`src/hw/rtl/sdh_pkg.sv`:
```
`timescale 1ns / 1ps
`default_nettype none
package sdh_pkg;
	localparam int SECTOR_BYTES = 512;
	localparam int REGISTER_BYTES = 16;
	localparam int WAKE_BYTES = 10;
	localparam int CNT_W = 10;

	typedef enum logic [3:0] {
		PH_IDLE, PH_WAKE, PH_FRAME, PH_R1, PH_TAIL, PH_GAP, PH_DRAIN, PH_TOKEN,
		PH_DATA, PH_CRC, PH_WTOK, PH_WDATA, PH_WCRC, PH_WBUSY
	} phase_t;

	localparam logic [2:0] FN_SLOT = 3'd0;
	localparam logic [2:0] FN_INIT = 3'd1;
	localparam logic [2:0] FN_RDSEC = 3'd2;
	localparam logic [2:0] FN_WRSEC = 3'd3;
	localparam logic [2:0] FN_CID = 3'd4;
	localparam logic [2:0] FN_CSD = 3'd5;

	localparam logic [2:0] ST_OK = 3'd0;
	localparam logic [2:0] ST_RESP_TO = 3'd1;
	localparam logic [2:0] ST_DATA_ERR = 3'd2;
	localparam logic [2:0] ST_TOKEN_TO = 3'd3;
	localparam logic [2:0] ST_INIT_FAIL = 3'd4;

	localparam logic [1:0] REG_RESP = 2'd0;
	localparam logic [1:0] REG_TOKEN = 2'd1;
	localparam logic [1:0] REG_RETRY = 2'd2;

	localparam logic [5:0] CMD_GO_IDLE = 6'd0;
	localparam logic [5:0] CMD_IF_COND = 6'd8;
	localparam logic [5:0] CMD_SEND_CSD = 6'd9;
	localparam logic [5:0] CMD_SEND_CID = 6'd10;
	localparam logic [5:0] CMD_READ_BLOCK = 6'd17;
	localparam logic [5:0] CMD_WRITE_BLOCK = 6'd24;
	localparam logic [5:0] CMD_APP_OP_COND = 6'd41;
	localparam logic [5:0] CMD_APP = 6'd55;
	localparam logic [5:0] CMD_READ_OCR = 6'd58;

	localparam logic [1:0] CARD_NONE = 2'd0;
	localparam logic [1:0] CARD_MMC = 2'd1;
	localparam logic [1:0] CARD_SDSC = 2'd2;
	localparam logic [1:0] CARD_SDHC = 2'd3;

	typedef struct packed {
		logic [2:0] func;
		logic [31:0] lba;
		logic [7:0] miso_byte;
		logic [7:0] write_byte;
	} in_item_t;

	typedef struct packed {
		logic [7:0] mosi_byte;
		logic cs_active;
		logic [7:0] read_byte;
		logic read_valid;
		logic write_taken;
		logic busy_res;
		logic done_res;
		logic [2:0] status;
		logic [1:0] card_type;
		logic [15:0] data_crc;
	} out_item_t;
endpackage
`default_nettype wire

```
`src/hw/rtl/sd_spi_mode_host_engine_top.sv`:
```
// SPI-mode SD card host sequencer. Each input transaction is one bus byte slot: it carries the
// MISO byte returned by the previous exchange and an optional request (init, sector read or
// write, CID or CSD read); each gives exactly one result with the next MOSI byte and the chip
// select level. An item is taken each unstalled cycle: the state update is one registered pass
// and the result sits in an output register that keeps accepting while its content is taken
// in the same cycle. Requests arriving while an operation runs are ignored. Configuration (poll
// and retry limits) is written through its own valid/ready port at any time and is always ready.
`timescale 1ns / 1ps
`default_nettype none
module sd_spi_mode_host_engine_top (
	input wire logic clk,
	input wire logic arst_n,
	input wire logic in_valid,
	output logic in_stall,
	input wire sdh_pkg::in_item_t in_data,
	output logic out_valid,
	input wire logic out_stall,
	output sdh_pkg::out_item_t out_data,
	input wire logic cfg_valid,
	output logic cfg_ready,
	input wire logic [1:0] cfg_index,
	input wire logic [15:0] cfg_data
);
	logic [15:0] resp_lim_q, tok_lim_q, retry_lim_q;
	sdh_pkg::phase_t phase_q, phase_d;
	logic [2:0] op_q, op_d;
	logic [sdh_pkg::CNT_W-1:0] bc_q, bc_d;
	logic [15:0] poll_q, poll_d, att_q, att_d, crc_q, crc_d;
	logic [47:0] frame_q, frame_d;
	logic [7:0] lr_q, lr_d, ocr_q, ocr_d;
	logic [1:0] run_q, run_d, kind_q, kind_d;
	logic [31:0] sec_q, sec_d;
	sdh_pkg::out_item_t res;
	logic take;

	assign cfg_ready = 1'b1;
	assign in_stall = out_valid && out_stall;
	assign take = in_valid && !in_stall;

	always_ff @(posedge clk or negedge arst_n) begin
		if (!arst_n) begin
			resp_lim_q <= 16'd1000;
			tok_lim_q <= 16'd1000;
			retry_lim_q <= 16'd1000;
		end else if (cfg_valid) begin
			case (cfg_index)
				sdh_pkg::REG_RESP: resp_lim_q <= cfg_data;
				sdh_pkg::REG_TOKEN: tok_lim_q <= cfg_data;
				sdh_pkg::REG_RETRY: retry_lim_q <= cfg_data;
				default: ;
			endcase
		end
	end

	function automatic logic [7:0] fbyte(input logic [47:0] f, input logic [2:0] i);
		logic [7:0] b;
		case (i)
			3'd0: b = f[47:40];
			3'd1: b = f[39:32];
			3'd2: b = f[31:24];
			3'd3: b = f[23:16];
			3'd4: b = f[15:8];
			default: b = f[7:0];
		endcase
		return b;
	endfunction

	always_comb begin
		logic [5:0] cmd;
		logic [7:0] miso;
		logic [15:0] pinc;
		logic [1:0] rnext;
		logic [sdh_pkg::CNT_W:0] len;
		logic fin, gp, ar1, bcmd;
		logic [2:0] st;
		logic [5:0] ncmd;
		logic [31:0] narg;
		logic [7:0] ncrc;
		cmd = frame_q[45:40];
		miso = in_data.miso_byte;
		len = (cmd == sdh_pkg::CMD_READ_BLOCK) ? (sdh_pkg::CNT_W+1)'(sdh_pkg::SECTOR_BYTES)
			: (sdh_pkg::CNT_W+1)'(sdh_pkg::REGISTER_BYTES);
		pinc = (poll_q != 16'hFFFF) ? poll_q + 16'd1 : poll_q;
		rnext = '0;
		phase_d = phase_q; op_d = op_q; bc_d = bc_q; poll_d = poll_q; att_d = att_q;
		crc_d = crc_q; frame_d = frame_q; lr_d = lr_q; ocr_d = ocr_q; run_d = run_q;
		kind_d = kind_q; sec_d = sec_q;
		res = '0;
		res.mosi_byte = 8'hFF;
		fin = 1'b0; gp = 1'b0; ar1 = 1'b0; bcmd = 1'b0; st = sdh_pkg::ST_OK;
		ncmd = '0; narg = '0; ncrc = '0;
		case (phase_q)
			sdh_pkg::PH_IDLE: begin
				if (in_data.func inside {[sdh_pkg::FN_INIT:sdh_pkg::FN_CSD]}) begin
					op_d = in_data.func;
					crc_d = '0;
				end
				case (in_data.func)
					sdh_pkg::FN_INIT: begin
						kind_d = sdh_pkg::CARD_NONE; att_d = '0; bc_d = '0;
						phase_d = sdh_pkg::PH_WAKE;
					end
					sdh_pkg::FN_RDSEC: begin
						sec_d = in_data.lba; bcmd = 1'b1; ncmd = sdh_pkg::CMD_READ_BLOCK;
						narg = in_data.lba;
					end
					sdh_pkg::FN_WRSEC: begin
						sec_d = in_data.lba; bcmd = 1'b1; ncmd = sdh_pkg::CMD_WRITE_BLOCK;
						narg = in_data.lba;
					end
					sdh_pkg::FN_CID: begin bcmd = 1'b1; ncmd = sdh_pkg::CMD_SEND_CID; end
					sdh_pkg::FN_CSD: begin bcmd = 1'b1; ncmd = sdh_pkg::CMD_SEND_CSD; end
					default: ;
				endcase
			end
			sdh_pkg::PH_WAKE: begin
				if (bc_q < sdh_pkg::CNT_W'(sdh_pkg::WAKE_BYTES)) bc_d = bc_q + 1'b1;
				else begin bcmd = 1'b1; ncmd = sdh_pkg::CMD_GO_IDLE; ncrc = 8'h95; end
			end
			sdh_pkg::PH_FRAME: begin
				res.cs_active = 1'b1;
				if (bc_q < sdh_pkg::CNT_W'(6)) begin
					res.mosi_byte = fbyte(frame_q, bc_q[2:0]);
					bc_d = bc_q + 1'b1;
				end else begin
					poll_d = '0; phase_d = sdh_pkg::PH_R1;
				end
			end
			sdh_pkg::PH_R1: begin
				res.cs_active = 1'b1;
				poll_d = pinc;
				if (!miso[7]) begin lr_d = miso; ar1 = 1'b1; end
				else if (pinc >= resp_lim_q) begin lr_d = 8'hFF; ar1 = 1'b1; end
			end
			sdh_pkg::PH_TAIL: begin
				bc_d = bc_q + 1'b1;
				if (cmd == sdh_pkg::CMD_READ_OCR && bc_d == sdh_pkg::CNT_W'(1)) ocr_d = miso;
				if (bc_d < sdh_pkg::CNT_W'(4)) res.cs_active = 1'b1;
				else if (cmd == sdh_pkg::CMD_IF_COND) begin
					if (lr_q == 8'hFF) begin fin = 1'b1; st = sdh_pkg::ST_RESP_TO; end
					else if (lr_q[2]) begin kind_d = sdh_pkg::CARD_MMC; fin = 1'b1; end
					else gp = 1'b1;
				end else if (att_q == '0) begin
					if (lr_q == 8'hFF) begin fin = 1'b1; st = sdh_pkg::ST_RESP_TO; end
					else gp = 1'b1;
				end else begin
					kind_d = ocr_q[6] ? sdh_pkg::CARD_SDHC : sdh_pkg::CARD_SDSC;
					fin = 1'b1;
				end
			end
			sdh_pkg::PH_GAP: begin
				bcmd = 1'b1;
				if (cmd == sdh_pkg::CMD_GO_IDLE) begin
					ncmd = sdh_pkg::CMD_IF_COND; narg = 32'h1AA; ncrc = 8'h87;
				end else if (cmd == sdh_pkg::CMD_IF_COND) ncmd = sdh_pkg::CMD_READ_OCR;
				else if (cmd == sdh_pkg::CMD_APP) begin
					ncmd = sdh_pkg::CMD_APP_OP_COND; narg = 32'h40000000; ncrc = 8'hFF;
				end else if (cmd == sdh_pkg::CMD_APP_OP_COND && lr_q == 8'h00)
					ncmd = sdh_pkg::CMD_READ_OCR;
				else if (cmd == sdh_pkg::CMD_READ_OCR || cmd == sdh_pkg::CMD_APP_OP_COND) begin
					ncmd = sdh_pkg::CMD_APP;
					if (att_q != 16'hFFFF) att_d = att_q + 16'd1;
				end else begin
					bcmd = 1'b0; phase_d = sdh_pkg::PH_IDLE;
				end
			end
			sdh_pkg::PH_DRAIN: begin
				rnext = (miso == 8'hFF) ? ((run_q < 2'd2) ? run_q + 2'd1 : run_q) : 2'd0;
				run_d = rnext;
				if (rnext < 2'd2) res.cs_active = 1'b1;
				else if (lr_q == 8'h00) gp = 1'b1;
				else if (att_q >= retry_lim_q) begin fin = 1'b1; st = sdh_pkg::ST_INIT_FAIL; end
				else gp = 1'b1;
			end
			sdh_pkg::PH_TOKEN: begin
				poll_d = pinc;
				if (miso == 8'hFE) begin
					res.cs_active = 1'b1; bc_d = '0; phase_d = sdh_pkg::PH_DATA;
				end else if (miso[7:5] == 3'b000) begin fin = 1'b1; st = sdh_pkg::ST_DATA_ERR; end
				else if (pinc >= tok_lim_q) begin fin = 1'b1; st = sdh_pkg::ST_TOKEN_TO; end
				else res.cs_active = 1'b1;
			end
			sdh_pkg::PH_DATA: begin
				res.cs_active = 1'b1; res.read_byte = miso; res.read_valid = 1'b1;
				if ({1'b0, bc_q} + 1'b1 >= len) begin bc_d = '0; phase_d = sdh_pkg::PH_CRC; end
				else bc_d = bc_q + 1'b1;
			end
			sdh_pkg::PH_CRC: begin
				if (bc_q == '0) begin
					crc_d = {miso, 8'h00}; bc_d = sdh_pkg::CNT_W'(1); res.cs_active = 1'b1;
				end else begin
					crc_d = crc_q | {8'h00, miso}; fin = 1'b1;
				end
			end
			sdh_pkg::PH_WTOK: begin
				bc_d = '0; phase_d = sdh_pkg::PH_WDATA; res.mosi_byte = 8'hFE;
				res.cs_active = 1'b1;
			end
			sdh_pkg::PH_WDATA: begin
				res.mosi_byte = in_data.write_byte; res.cs_active = 1'b1; res.write_taken = 1'b1;
				if ({1'b0, bc_q} + 1'b1 >= (sdh_pkg::CNT_W+1)'(sdh_pkg::SECTOR_BYTES)) begin
					bc_d = '0; phase_d = sdh_pkg::PH_WCRC;
				end else bc_d = bc_q + 1'b1;
			end
			sdh_pkg::PH_WCRC: begin
				res.cs_active = 1'b1;
				if (bc_q >= sdh_pkg::CNT_W'(2)) phase_d = sdh_pkg::PH_WBUSY;
				else bc_d = bc_q + 1'b1;
			end
			sdh_pkg::PH_WBUSY: begin
				if (miso == 8'h00) res.cs_active = 1'b1;
				else fin = 1'b1;
			end
			default: phase_d = sdh_pkg::PH_IDLE;
		endcase
		// Dispatch on the command whose R1 has just arrived.
		if (ar1) begin
			case (cmd)
				sdh_pkg::CMD_GO_IDLE: begin
					if (lr_d == 8'hFF) begin fin = 1'b1; st = sdh_pkg::ST_RESP_TO; end
					else gp = 1'b1;
				end
				sdh_pkg::CMD_IF_COND, sdh_pkg::CMD_READ_OCR: begin
					bc_d = '0; phase_d = sdh_pkg::PH_TAIL; res.cs_active = 1'b1;
				end
				sdh_pkg::CMD_APP: gp = 1'b1;
				sdh_pkg::CMD_APP_OP_COND: begin
					run_d = '0; phase_d = sdh_pkg::PH_DRAIN; res.cs_active = 1'b1;
				end
				sdh_pkg::CMD_WRITE_BLOCK: begin
					phase_d = sdh_pkg::PH_WTOK; res.cs_active = 1'b1;
				end
				default: begin
					poll_d = '0; phase_d = sdh_pkg::PH_TOKEN; res.cs_active = 1'b1;
				end
			endcase
		end
		if (gp) begin
			res.mosi_byte = 8'hFF; res.cs_active = 1'b0; phase_d = sdh_pkg::PH_GAP;
		end
		if (bcmd) begin
			frame_d = {2'b01, ncmd, narg, ncrc};
			bc_d = sdh_pkg::CNT_W'(1);
			phase_d = sdh_pkg::PH_FRAME;
			res.mosi_byte = {2'b01, ncmd};
			res.cs_active = 1'b1;
		end
		if (fin) begin
			res.mosi_byte = 8'hFF; res.cs_active = 1'b0; res.done_res = 1'b1; res.status = st;
			if (op_q == sdh_pkg::FN_RDSEC || op_q == sdh_pkg::FN_CID || op_q == sdh_pkg::FN_CSD)
				res.data_crc = crc_d;
			phase_d = sdh_pkg::PH_IDLE;
		end
		res.busy_res = (phase_d != sdh_pkg::PH_IDLE);
		res.card_type = kind_d;
	end

	always_ff @(posedge clk or negedge arst_n) begin
		if (!arst_n) begin
			phase_q <= sdh_pkg::PH_IDLE; op_q <= '0; bc_q <= '0; poll_q <= '0; att_q <= '0;
			frame_q <= '0; lr_q <= 8'hFF; run_q <= '0; ocr_q <= '0; sec_q <= '0;
			kind_q <= sdh_pkg::CARD_NONE; crc_q <= '0; out_valid <= 1'b0;
		end else begin
			if (take) begin
				phase_q <= phase_d; op_q <= op_d; bc_q <= bc_d; poll_q <= poll_d;
				att_q <= att_d; frame_q <= frame_d; lr_q <= lr_d; run_q <= run_d;
				ocr_q <= ocr_d; sec_q <= sec_d; kind_q <= kind_d; crc_q <= crc_d;
				out_valid <= 1'b1;
			end else if (!out_stall) begin
				out_valid <= 1'b0;
			end
		end
	end

	always_ff @(posedge clk) begin
		if (take) out_data <= res;
	end
endmodule
`default_nettype wire

```
`config.mk`:
```
export PLATFORM = sky130hd
export DESIGN_NAME = sd_spi_mode_host_engine_top
export DESIGN_NICKNAME = d
export VERILOG_FILES = /design/src/hw/rtl/sdh_pkg.sv /design/src/hw/rtl/sd_spi_mode_host_engine_top.sv
export SDC_FILE = /design/constraint.sdc
export NUM_CORES = 1
export LEC_CHECK = 0
export ABC_AREA = 1
export BUFFER_PORTS_ARGS = -buffer_cell sky130_fd_sc_hd__buf_2
export CORE_AREA = 2 2 180 182
export DETAILED_ROUTE_END_ITERATION = 16
export DIE_AREA = 0 0 182 184
export SYNTH_ARGS = -nofsm -noshare
export SYNTH_HDL_FRONTEND = slang
export SYNTH_SLANG_ARGS = --single-unit
export TNS_END_PERCENT = 20
```
`constraint.sdc`:
```
create_clock -name clk -period 5.5 [get_ports clk]
set_clock_uncertainty 0.1 [all_clocks]
set_input_delay 0.55 -clock clk [delete_from_list [all_inputs] [get_ports clk]]
set_output_delay 0.55 -clock clk [all_outputs]
set_load 0.01 [all_outputs]
```
After elaboration in Yosys (flattened, before gate mapping). Index checks and enable logic that the tools add are counted.

Bits in registers: 222. Input port bits: 74. Output and inout bits: 45.

$add $sub $neg: 5. Magnitude comparators: 13. Eq/ne operators: 48. Muxes and demuxes: 155. Bitwise logic cells: 1. Reduce and logical (&&, ||, !) cells: 37.

Operator list (number): $mux 16 (13); $mux 10 (12); $pmux 10 s10 (1); $pmux 16 s2 (3); $mux 31 (3); $mux 4 (16); $mux 8 (8); $pmux 32 s2 (1); $mux 1 (53); $ge 16x16->1 (3); $pmux 8 s5 (1); $pmux 4 s9 (1); $add 16x1->16 const B (2); $eq 8x8->1 const B (4); $mux 32 (1); $ne 16x16->1 const B (2); $mux 6 (5); $mux 2 (14); $mux 3 (9); $eq 4x4->1 const B (6); $pmux 8 s3 (1); $lt 10x3->1 const B (2); $pmux 5 s4 (1); $eq 6x6->1 const B (3); 53 further kinds (94).

Longest topological paths before layout. Gate-level depths: netlist of the first run.

Depth after elaboration: 14. Depth in mapped cells: 29. Depth with buffers taken out: 29.

Worst setup path after synthesis of the first run. Ideal clock, no wire load.

Path kind: register to register. Start point: reg poll_q[0]. End point: reg out_data[15] (netlist bit), data pin. Setup time: 0.254 ns. Data arrival time: 3.536 ns. Data required time: 5.146 ns. Setup slack: 1.611 ns. Stages on the path, launching flop included: 26. Buffers on the path: 1. Clock period less this slack: 3.889 ns. Cell sequence: dfrtp_1 > ha_1 > inv_1 > nor4_2 > nand2_1 > nor2_1 > inv_1 > nor2_2 > inv_1 > nand4_1 > xor2_1 > ha_1 > a21o_1 > nor2_1 > nand2_1 > nand2_1 > nand4_1 > nand2_2 > clkinv_1 > o21ai_1 > nor2_1 > nand3_1 > nand2_2 > o211ai_4 > buf_6 > nor2_1.

Word-level cells in the longest chain between the ends: 11.

RTL lines: start: declaration (RTL line sd_spi_mode_host_engine_top.sv:28) `logic [15:0] poll_q, poll_d, att_q, att_d, crc_q, crc_d;`; start signal: assignment (RTL line sd_spi_mode_host_engine_top.sv:260) `phase_q <= sdh_pkg::PH_IDLE; op_q <= '0; bc_q <= '0; poll_q <= '0; att_q <= '0;`; start signal: assignment (RTL line sd_spi_mode_host_engine_top.sv:265) `phase_q <= phase_d; op_q <= op_d; bc_q <= bc_d; poll_q <= poll_d;`; $add 16x1->16 or $ne 16x16->1 (tied branches) (RTL line sd_spi_mode_host_engine_top.sv:83) `pinc = (poll_q != 16'hFFFF) ? poll_q + 16'd1 : poll_q;`; $mux 16 * (RTL line sd_spi_mode_host_engine_top.sv:83); $ge 16x16->1, on equally long branches (RTL line sd_spi_mode_host_engine_top.sv:133, sd_spi_mode_host_engine_top.sv:180); $mux 8 or $mux 1 (tied branches) (RTL line sd_spi_mode_host_engine_top.sv:133, sd_spi_mode_host_engine_top.sv:180); $mux 8 or $mux 1 (tied branches) (RTL line sd_spi_mode_host_engine_top.sv:132, sd_spi_mode_host_engine_top.sv:179); $mux 8 or $mux 1 (tied branches) (RTL line sd_spi_mode_host_engine_top.sv:92, sd_spi_mode_host_engine_top.sv:177); $eq 8x8->1 or $pmux 1 s5 (tied branches) (RTL line sd_spi_mode_host_engine_top.sv:220, sd_spi_mode_host_engine_top.sv:92); $mux 1 (RTL line sd_spi_mode_host_engine_top.sv:220) `if (lr_d == 8'hFF) begin fin = 1'b1; st = sdh_pkg::ST_RESP_TO; end`; $mux 1 (RTL line sd_spi_mode_host_engine_top.sv:218) `case (cmd)`; $mux 1 * (RTL line sd_spi_mode_host_engine_top.sv:217) `if (ar1) begin`; $reduce_and 2->1 (no source line) *; end signal: assignment (RTL line sd_spi_mode_host_engine_top.sv:276) `if (take) out_data <= res;`; end: declaration (RTL line sd_spi_mode_host_engine_top.sv:18) `output sdh_pkg::out_item_t out_data,`.

Every way passes the cells marked *; elsewhere a longest branch is shown, timed or not. A chain may end at the register's enable or synchronous reset.

Final worst setup path of the first run.
Start point: reg poll_q[1]. End point: reg out_data[4] (netlist bit), data pin.

Same word-level chain as after synthesis.

==> impl_metrics.toml, run 1 <==
[power_and_ir_drop]
worst_ir_drop_vdd_uv = 206
switching_share = 0.408
pwr-share-comb = 0.397
clkPwrFrac = 0.261
p_leak_nw = 6.61
seq_power_share = 0.341
switchingPower_mw = 2.88
pwr_density_cell_nw_per_um2 = 494
totalPowerFinal_mw = 7.07
p_int_mw = 4.19

[global_route]
grt.total_usage = 0.201
grt_pass1_vias = 10400
grt_pass1_wl_um = 54700
overflow = 0
antenna_found_initial = 2
grt_start_max_net_pins = 93

[final_layout]
layout-drive-gt1-share = 0.145
final_util = 0.456
final_nets = 1808
syn2layout_area_growth_pct = 15.3
stdcell_count = 2097

[floorplan]
initial_utilization = 0.395
dieHeight_um = 184
core_area_um2 = 31400
die_w_um = 182
die_area_um2 = 33500
io_pins = 119
row_count = 65

[synth]
netlist_top_cells_area = "dfrtp_1 (29%), edfxtp_1 (10%), nand2_1 (8.5%)"
ys_ff_latch = 212
ys_types = 63
synth_most_common_cell = "nand2_1"
avgSynthCellArea_um2 = 7.91
synth.largest_area_cell = "dfrtp_1"
synth_edf_count = 42
synthCells = 1568
ys_dominant_reg_cell = "dfrtp_1"
ys_seq_area_frac = 0.447
netlist_area_um2 = 12400
ys_top_cells_by_count = "nand2_1 (282), inv_1 (267), o21ai_0 (182)"
synth-async-reset-ratio = 0.802
synth_top_area_frac = 0.290
synth_nets = 1701
yosysWarningCount = 0

[clock_tree]
cts_root_buf = "clkbuf_16"
numCtsBuffers = 25
numClockSinks = 212
cts_tree = "yes"
clock_path_buffers = 3
h-tree-depth = 1
clk_pin_slew_ns = 0.06
clk_latency_ns = 0.53

[timing]
fin_crit_sh = 0.867
worstMarginPinSlew_ns = 1.04
period_needed_ns = 4.77
hold_viol_final = 0
final_max_slew_viol_count = 0
fin_setup_tns_ns = 0
rsz0062_at_grt = "no"
fmax_ghz = 0.210
finalSetupViolations = 0
maxSlewHeadroom = 0.307

[worst_setup_path]
required_ns = 5.66
worstSetupEndpointType = "flop"
r2r_slack_ns = 0.73
cp_max_fo = 16
r2r-start = "poll_q[1]"
timing.rr.end = "out_data[4]"
reg2reg_depth = 25
cp.arrival_ns = 4.93
worstSetupStartpointType = "flop"
critPathKind = "reg -> reg"

[route]
viasPerCell = 5.24
wl_um = 33600
dr.pass1.iters = 8
drc = 0
drtIter0Drc = 931
drtAntennaViolNets = 0
routedWlPerCell_um = 16.0
vias = 11000

[min_path]
hold-path-endpoint = "out_valid"
hold_class = "in -> reg"
hold_start = "out_stall"
hold_path_depth = 3

[place]
gp_congestion = 0.883
portBuffers = 117
place_inst = 2049
dp_hpwl_um = 24800

[flow_run]
cap_violations = 0

[run_status]
status = "complete, no violations"
cells by family after synthesis:
group	synth area share
DFF	0.447
other	0.000302
xor gates and xnor gates	0.00917
muxes	0.000807
adders and majority gates	0.0595
AOI/OAI and AO/OA	0.162
and+or+nand+nor	0.220
buffers and inverters	0.101
critical path, cell delays in order, from the launching register on:
cell	delay (ns)
dfrtp_1	0.36
ha_1	0.15
inv_1	0.06
nor4_2	0.37
nand2_1	0.13
nor2_1	0.10
inv_1	0.08
nor2_2	0.25
inv_1	0.21
nand3_1	0.14
xor2_1	0.28
ha_1	0.31
nand2_1	0.08
inv_1	0.05
nand2_1	0.06
a21oi_1	0.05
nor2_1	0.16
nand4_1	0.15
nand2_2	0.21
clkinv_1	0.28
o21ai_1	0.20
nor2_1	0.08
nand3_1	0.12
nand2_2	0.13
o211ai_4	0.30
nor2_1	0.09
stage by stage:
step | hold WS, ns | area (um2) | setup slack [ns]
floorplan | 0.154 | 12400 | 1.61
global placement | 0.358 | 13400 | 1.01
detailed placement | 0.353 | 13400 | 0.775
CTS | 0.124 | 14300 | 0.763
global route | 0.149 | 14300 | 0.232
finish | 0.137 | 14300 | 0.732
sequential cells by signal, summed over array words and instances (netlist names), 16 cells and up:
| signal | count |
|---|---|
| retry_lim_q | 16 |
| att_q | 16 |
| crc_q | 16 |
| resp_lim_q | 16 |
| out_data | 42 |
| poll_q | 16 |
| frame_q | 43 |
| tok_lim_q | 16 |
power groups by stage:
stage	Sequential [mW]	Combinational (mW)	Clock [mW]
global route	2.47	3.22	1.95
global placement	2.43	2.73	0
floorplan	2.35	2.02	0
finish	2.41	2.81	1.85
CTS	2.41	2.79	1.89
detailed placement	2.43	2.77	0
area by class of cell:
type / instances / area, um2
clock inverter: 15 / 236
sequential: 212 / 5550
multi-input combinational: 1029 / 5620
timing repair buffer: 124 / 659
inverter: 283 / 1060
fill: 3146 / 17100
tap: 402 / 503
clock buffer: 31 / 678
antenna: 1 / 2.50
cells in the final DEF, fill, tap and decap left out, types with 6 or more instances in the layout:
master / instances
nand3_1: 89
clkbuf_16: 25
nor4_1: 10
a32o_1: 10
xor2_1: 13
nand2_1: 282
o21ai_0: 182
buf_2: 116
a31oi_1: 7
dfstp_2: 26
inv_1: 267
ha_1: 59
o22ai_1: 36
inv_2: 11
o211ai_1: 13
nor2_1: 118
a21oi_1: 70
nor3b_1: 6
clkinv_1: 6
dfrtp_1: 144
bufinv_16: 6
nor3_1: 26
nor2_2: 17
nand4_1: 31
edfxtp_1: 42
nand2_2: 7
worst max-delay path by stage:
stage / to / depth (start not counted) / slack [ns] / startpoint
finish: out_data[4] / 25 / 0.73 / poll_q[1]
global route: out_data[4] / 24 / 0.23 / poll_q[1]
CTS: out_data[15] / 25 / 0.76 / poll_q[1]
detailed placement: out_data[2] / 25 / 0.78 / poll_q[1]
global placement: out_data[0] / 24 / 1.01 / poll_q[0]
floorplan: out_data[15] / 25 / 1.61 / poll_q[0]
what timing repair did:
action                    in CTS  in global routing
hold endpoints to repair       1                  0
hold buffers                   1                  0
setup buffers                  0                  0
resized for setup              0                  0
per-layer routing:
layer | vias up | GRT usage | routed length (um)
met5 | - | 0 | 7
li1 | 5443 | - | -
met2 | 323 | 0.313 | 14600
met1 | 5161 | 0.294 | 16100
met4 | 2 | 0.0481 | 656
met3 | 54 | 0.0315 | 2210
Power figures use the tool's default switching activity.
==> inputs of run 2 (changes only) <==
--- a/config.mk
+++ b/config.mk
@@ -7,9 +7,10 @@
 export LEC_CHECK = 0
 export ABC_AREA = 1
 export BUFFER_PORTS_ARGS = -buffer_cell sky130_fd_sc_hd__buf_2
-export CORE_AREA = 2 2 180 182
+export CORE_AREA = 2 2 161 163
 export DETAILED_ROUTE_END_ITERATION = 16
-export DIE_AREA = 0 0 182 184
+export DIE_AREA = 0 0 163 165
+export PLACE_DENSITY = 0.68
 export SYNTH_ARGS = -nofsm -noshare
 export SYNTH_HDL_FRONTEND = slang
 export SYNTH_SLANG_ARGS = --single-unit
==> run 2 against run 1 <==
Sequential cell count unchanged. Maximum frequency increased by 1.3%. Non-clock buffer count rose by 1. Register-to-register slack better by 0.06 ns. Clock power down 12%. Sequential share of layout area up 0.59 points. Critical path depth down 1. Wire length is 4.4% lower. Hold slack got worse by 0.00054 ns. Worst setup slack better by 0.060 ns. Via count rose by 1.0%. Critical path type unchanged.
==> impl_metrics.toml, run 2 (synthesized netlist as in run 1, its figures left out) <==
[power_and_ir_drop]
pwr_density_cell_nw_per_um2 = 486
worst_ir_drop_vdd_uv = 223
p_leak_nw = 6.55

[final_layout]
layout-drive-gt1-share = 0.144
largest_register_ffs = 43
regMostFlops = "frame_q"
reg_top3 = "frame_q x43, out_data x42"
final_common_cell = "nand2_1"
layout_common_cells = "nand2_1 (282), inv_1 (267), o21ai_0 (182)"
diodes = 0
final_nets = 1808
stdcell_count = 2023
syn2layout_area_growth_pct = 13.6

[route]
viasPerCell = 5.48
vias = 11100
drc = 0
routedWlPerCell_um = 15.9
drtAntennaViolNets = 0
dr.pass1.iters = 6
drtIter0Drc = 958
wl_um = 32100

[timing]
fmax_ghz = 0.212
holdWs_ns = 0.137
fin_setup_tns_ns = 0
finalSetupViolations = 0
fin_crit_sh = 0.856
hold_viol_final = 0
final_max_slew_viol_count = 0
rsz0062_at_grt = "no"
worstMarginPinSlew_ns = 1.01
period_needed_ns = 4.71
maxSlewHeadroom = 0.324

[worst_setup_path]
cpMaxStageDelayCell = "dfrtp_1"
r2r_slack_ns = 0.79
cp.arrival_ns = 4.84
required_ns = 5.63
crit_chain = "ha_1 -> inv_1 -> nor4_2 -> nand2_1 -> nor2_1 -> inv_1 -> nor2_2 -> inv_1 -> nand4_1 -> xor2_1 -> ha_1 -> a21o_1 -> nor2_1 -> nand2_1 -> nand2_1 -> nand4_1 -> nand2_2 -> clkinv_1 -> o21ai_1 -> nor2_1 -> nand3_1 -> nand2_2 -> o211ai_4 -> nor2_1"
reg2reg_depth = 24
r2r-start = "poll_q[1]"
cp_max_fo = 16
worstSetupEndpointType = "flop"
slowest_delay_ns = 0.35
critPathKind = "reg -> reg"
timing.rr.end = "out_data[15]"
crit_top_cell = "nor2_1"
worstSetupStartpointType = "flop"

[min_path]
hold-path-endpoint = "out_valid"
hold_start = "out_stall"
hold_class = "in -> reg"
hold_path_depth = 3

[clock_tree]
numCtsBuffers = 24
post_cts_buffers = 0
clk_pin_slew_ns = 0.06
numClockSinks = 212
cts_tree = "yes"
clk_latency_ns = 0.54
h-tree-depth = 1
post_cts_resized = 0
clock_path_buffers = 3
cts_root_buf = "clkbuf_16"

[place]
place_inst = 1978
portBuffers = 117
dp_hpwl_um = 24000
gp_congestion = 0.947

[floorplan]
die_w_um = 163
core_area_um2 = 25000
row_count = 58
die_area_um2 = 26900
io_pins = 119
dieHeight_um = 165
initial_utilization = 0.496

[global_route]
grt_start_max_net_pins = 80
grt_pass1_vias = 10300
antenna_found_initial = 1
grt.total_usage = 0.243
grt_pass1_wl_um = 52700
overflow = 0

[flow_run]
cap_violations = 0

[run_status]
status = "complete, no violations"
-- run 2: layout make-up --
cell class | count | area, um2
inverters | 283 | 1060
multi-input cells | 1029 | 5620
fillers | 2389 | 10900
flip-flops and latches | 212 | 5550
clock inverters | 10 | 108
clock buffers | 34 | 691
repair buffers | 125 | 654
well taps | 330 | 413
-- run 2: how the worst max path moves through the flow --
stage	start	end	cells after the start
2_1_floorplan	poll_q[0]	out_data[15]	25
3_3_place_gp	poll_q[0]	out_data[0]	26
3_5_place_dp	poll_q[1]	out_data[4]	25
4_1_cts	poll_q[1]	out_data[15]	25
5_1_grt	poll_q[1]	out_data[15]	24
6_report	poll_q[1]	out_data[15]	24
-- run 2: power breakdown --
group	switching (mW)	total [mW]	internal, mW
clock network	0.661	1.63	0.971
registers	0.324	2.42	2.10
logic	1.86	2.79	0.932
-- run 2: repair_timing --
action / CTS / global route
hold buffers: 1 / 0
endpoints found under the hold margin: 3 / 0
setup endpoints to repair: 0 / 0
-- run 2: per-layer routing --
layer,GRT usage,wire length (um)
met1,0.360,14700
met2,0.374,14300
met3,0.0367,2410
met4,0.0640,703
met5,0,0
-- run 2: worst max-delay path: cells and delay by family, from the launching register on --
| kind | cells | cell delay, ns |
|---|---|---|
| flops | 1 | 0.35 |
| buf+inv | 4 | 0.61 |
| compound gates | 3 | 0.67 |
| simple gates | 14 | 1.87 |
| fa+ha+maj | 2 | 0.46 |
| xor+xnor | 1 | 0.33 |
-- run 2: through the flow --
stage	power [mW]	area (um2)	setup slack, ns	utilization
global placement	5.14	13300	1.05	0.531
global route	7.37	14100	0.246	0.563
CTS	6.85	14100	0.800	0.563
floorplan	4.37	12400	1.61	-
finish	6.85	14100	0.793	0.563
detailed placement	5.19	13300	0.822	0.531
==> inputs of run 3 (changes only) <==
--- a/config.mk
+++ b/config.mk
@@ -6,11 +6,11 @@
 export NUM_CORES = 1
 export LEC_CHECK = 0
 export ABC_AREA = 1
-export BUFFER_PORTS_ARGS = -buffer_cell sky130_fd_sc_hd__buf_2
 export CORE_AREA = 2 2 161 163
 export DETAILED_ROUTE_END_ITERATION = 16
 export DIE_AREA = 0 0 163 165
-export PLACE_DENSITY = 0.68
+export DONT_BUFFER_PORTS = 1
+export SLEW_MARGIN = 10
 export SYNTH_ARGS = -nofsm -noshare
 export SYNTH_HDL_FRONTEND = slang
 export SYNTH_SLANG_ARGS = --single-unit
==> run 3 against run 2 <==
The flow now finishes with violations (negative hold slack). Sequential power grew 2%. Maximum frequency up 1.2%. Via count shrank 6.0%. First-iteration DRC count decreased by 2.5%. Sequential cell count unchanged. Total power rose by 0.18%. Cell area fell by 3.7%. Critical path depth is the same. Cell count is 5.6% lower. Critical path type unchanged. Critical endpoint is now out_data[0]. Largest cell class unchanged.
==> impl_metrics.toml, run 3 (synthesized netlist as in run 1, its figures left out) <==
[run_status]
status = "finished, violations left"
failed_checks = "negative hold slack"

[final_layout]
regMostFlops = "frame_q"
final_nets = 1692
seq_area_um2 = 5550
stdcell_count = 1909
multi_input_area_um2 = 5620
reg_top3 = "frame_q x43, out_data x42"
final_common_cell = "nand2_1"
layout-drive-gt1-share = 0.0830
n_fill_cell = 2402
largest_register_ffs = 43
syn2layout_area_growth_pct = 9.35
layout_common_cells = "nand2_1 (282), inv_1 (267), o21ai_0 (182)"
diodes = 0
final_util = 0.542

[timing]
worstMarginPinSlew_ns = 1.09
finalSetupViolations = 0
fin_crit_sh = 0.845
rsz0062_at_grt = "no"
hold_viol_final = 23
setup_ws_ns = 0.850
maxSlewHeadroom = 0.268
holdWs_ns = -0.106
final_max_slew_viol_count = 0
fin_setup_tns_ns = 0
period_needed_ns = 4.65
fmax_ghz = 0.215

[route]
wl_um = 32900
viasPerCell = 5.46
drtAntennaViolNets = 0
dr.pass1.iters = 5
routedWlPerCell_um = 17.2
drtIter0Drc = 934
vias = 10400
drc = 0

[clock_tree]
clk_pin_slew_ns = 0.06
cts_hold_buf = 1
post_cts_buffers = 0
post_cts_resized = 0
clk_latency_ns = 0.54
cts_tree = "yes"
numClockSinks = 212
h-tree-depth = 1
cts_root_buf = "clkbuf_16"
clock_path_buffers = 3
numCtsBuffers = 26

[worst_setup_path]
crit_top_cell = "nor2_1"
required_ns = 5.66
crit_chain = "ha_1 -> inv_1 -> nor4_2 -> nand2_1 -> nor2_1 -> inv_1 -> nor2_2 -> inv_1 -> nand4_1 -> xor2_1 -> ha_1 -> a21o_1 -> nor2_1 -> nand2_1 -> nand2_1 -> nand4_1 -> nand2_2 -> clkinv_1 -> o21ai_1 -> nor2_1 -> nand3_1 -> nand2_2 -> o211ai_4 -> nor2_1"
reg2reg_depth = 24
cp_top_family = "simple AND/OR/NAND/NOR gates"
path_buf_inv = 4
worstSetupStartpointType = "flop"
critPathKind = "reg -> reg"
cp_max_fo = 16
slowest_delay_ns = 0.34
cpMaxStageDelayCell = "dfrtp_1"
worstSetupEndpointType = "flop"
cp.arrival_ns = 4.81
path_depth = 24

[power_and_ir_drop]
p_int_mw = 3.99
pwr-share-comb = 0.395
worst_ir_drop_vdd_uv = 259
switchingPower_mw = 2.87
p_leak_nw = 6.11
pwr_density_cell_nw_per_um2 = 505
clkPwrFrac = 0.247
seq_power_share = 0.358
switching_share = 0.418

[floorplan]
io_pins = 119
die_area_um2 = 26900
core_area_um2 = 25000
die_w_um = 163
dieHeight_um = 165
initial_utilization = 0.496
row_count = 58

[global_route]
grt.total_usage = 0.250
overflow = 0
antenna_found_initial = 1
grt_pass1_vias = 10000
grt_pass1_wl_um = 53300
grt_start_max_net_pins = 171

[place]
gp_congestion = 0.956
portBuffers = 0
dp_hpwl_um = 24100
place_inst = 1860
dpl_worst_slack_ns = 0.933

[min_path]
hold_class = "in -> async"

[flow_run]
cap_violations = 0
[run 3: layout make-up]
| class | count | area share |
|---|---|---|
| multi-input combinational | 1029 | 0.414 |
| sequential | 212 | 0.409 |
| inverter | 283 | 0.0785 |
| clock buffer | 36 | 0.0552 |
| tap | 330 | 0.0304 |
| clock inverter | 12 | 0.00793 |
| timing repair buffer | 7 | 0.00535 |
[run 3: worst reg2reg max path: stages, from the launching register on]
cell	delay (ns)
dfrtp_1	0.34
ha_1	0.14
inv_1	0.06
nor4_2	0.34
nand2_1	0.11
nor2_1	0.10
inv_1	0.08
nor2_2	0.22
inv_1	0.19
nand4_1	0.12
xor2_1	0.29
ha_1	0.31
a21o_1	0.18
nor2_1	0.13
nand2_1	0.07
nand2_1	0.07
nand4_1	0.11
nand2_2	0.20
clkinv_1	0.28
o21ai_1	0.19
nor2_1	0.07
nand3_1	0.12
nand2_2	0.12
o211ai_4	0.30
nor2_1	0.11
[run 3: power groups by stage]
| stage | clock network, mW | registers (mW) | logic, mW |
|---|---|---|---|
| 6_report | 1.69 | 2.46 | 2.71 |
| 5_1_grt | 1.79 | 2.51 | 3.12 |
| 4_1_cts | 1.72 | 2.45 | 2.70 |
| 3_5_place_dp | 0 | 2.47 | 2.66 |
| 3_3_place_gp | 0 | 2.47 | 2.63 |
| 2_1_floorplan | 0 | 2.35 | 2.02 |
[run 3: routing by layer]
metal | part of all wire | global-route usage
met1 | 0.48 | 0.365
met4 | 0.021 | 0.0567
met5 | 0 | 0
met2 | 0.44 | 0.387
met3 | 0.068 | 0.0467
[run 3: path summary, 6_finish.rpt]
kind	from	endpoint	slack (ns)
min in group clk	in_data[14]	ocr_q[6]	0.04
max in group asynchronous	arst_n	bc_q[2]	4.69
min reg2reg	frame_q[46]	frame_q[46]	0.37
min	arst_n	att_q[14]	-0.11
max	poll_q[0]	out_data[0]	0.85
max reg2reg	poll_q[0]	out_data[0]	0.85
[run 3: stage by stage]
stage | hold slack (ns) | area, um2 | power (mW)
2_1_floorplan | 0.154 | 12400 | 4.37
3_3_place_gp | 0.161 | 12700 | 5.09
3_5_place_dp | 0.160 | 12700 | 5.13
4_1_cts | 0.00384 | 13600 | 6.88
5_1_grt | 0.0110 | 13600 | 7.42
6_report | -0.106 | 13600 | 6.86
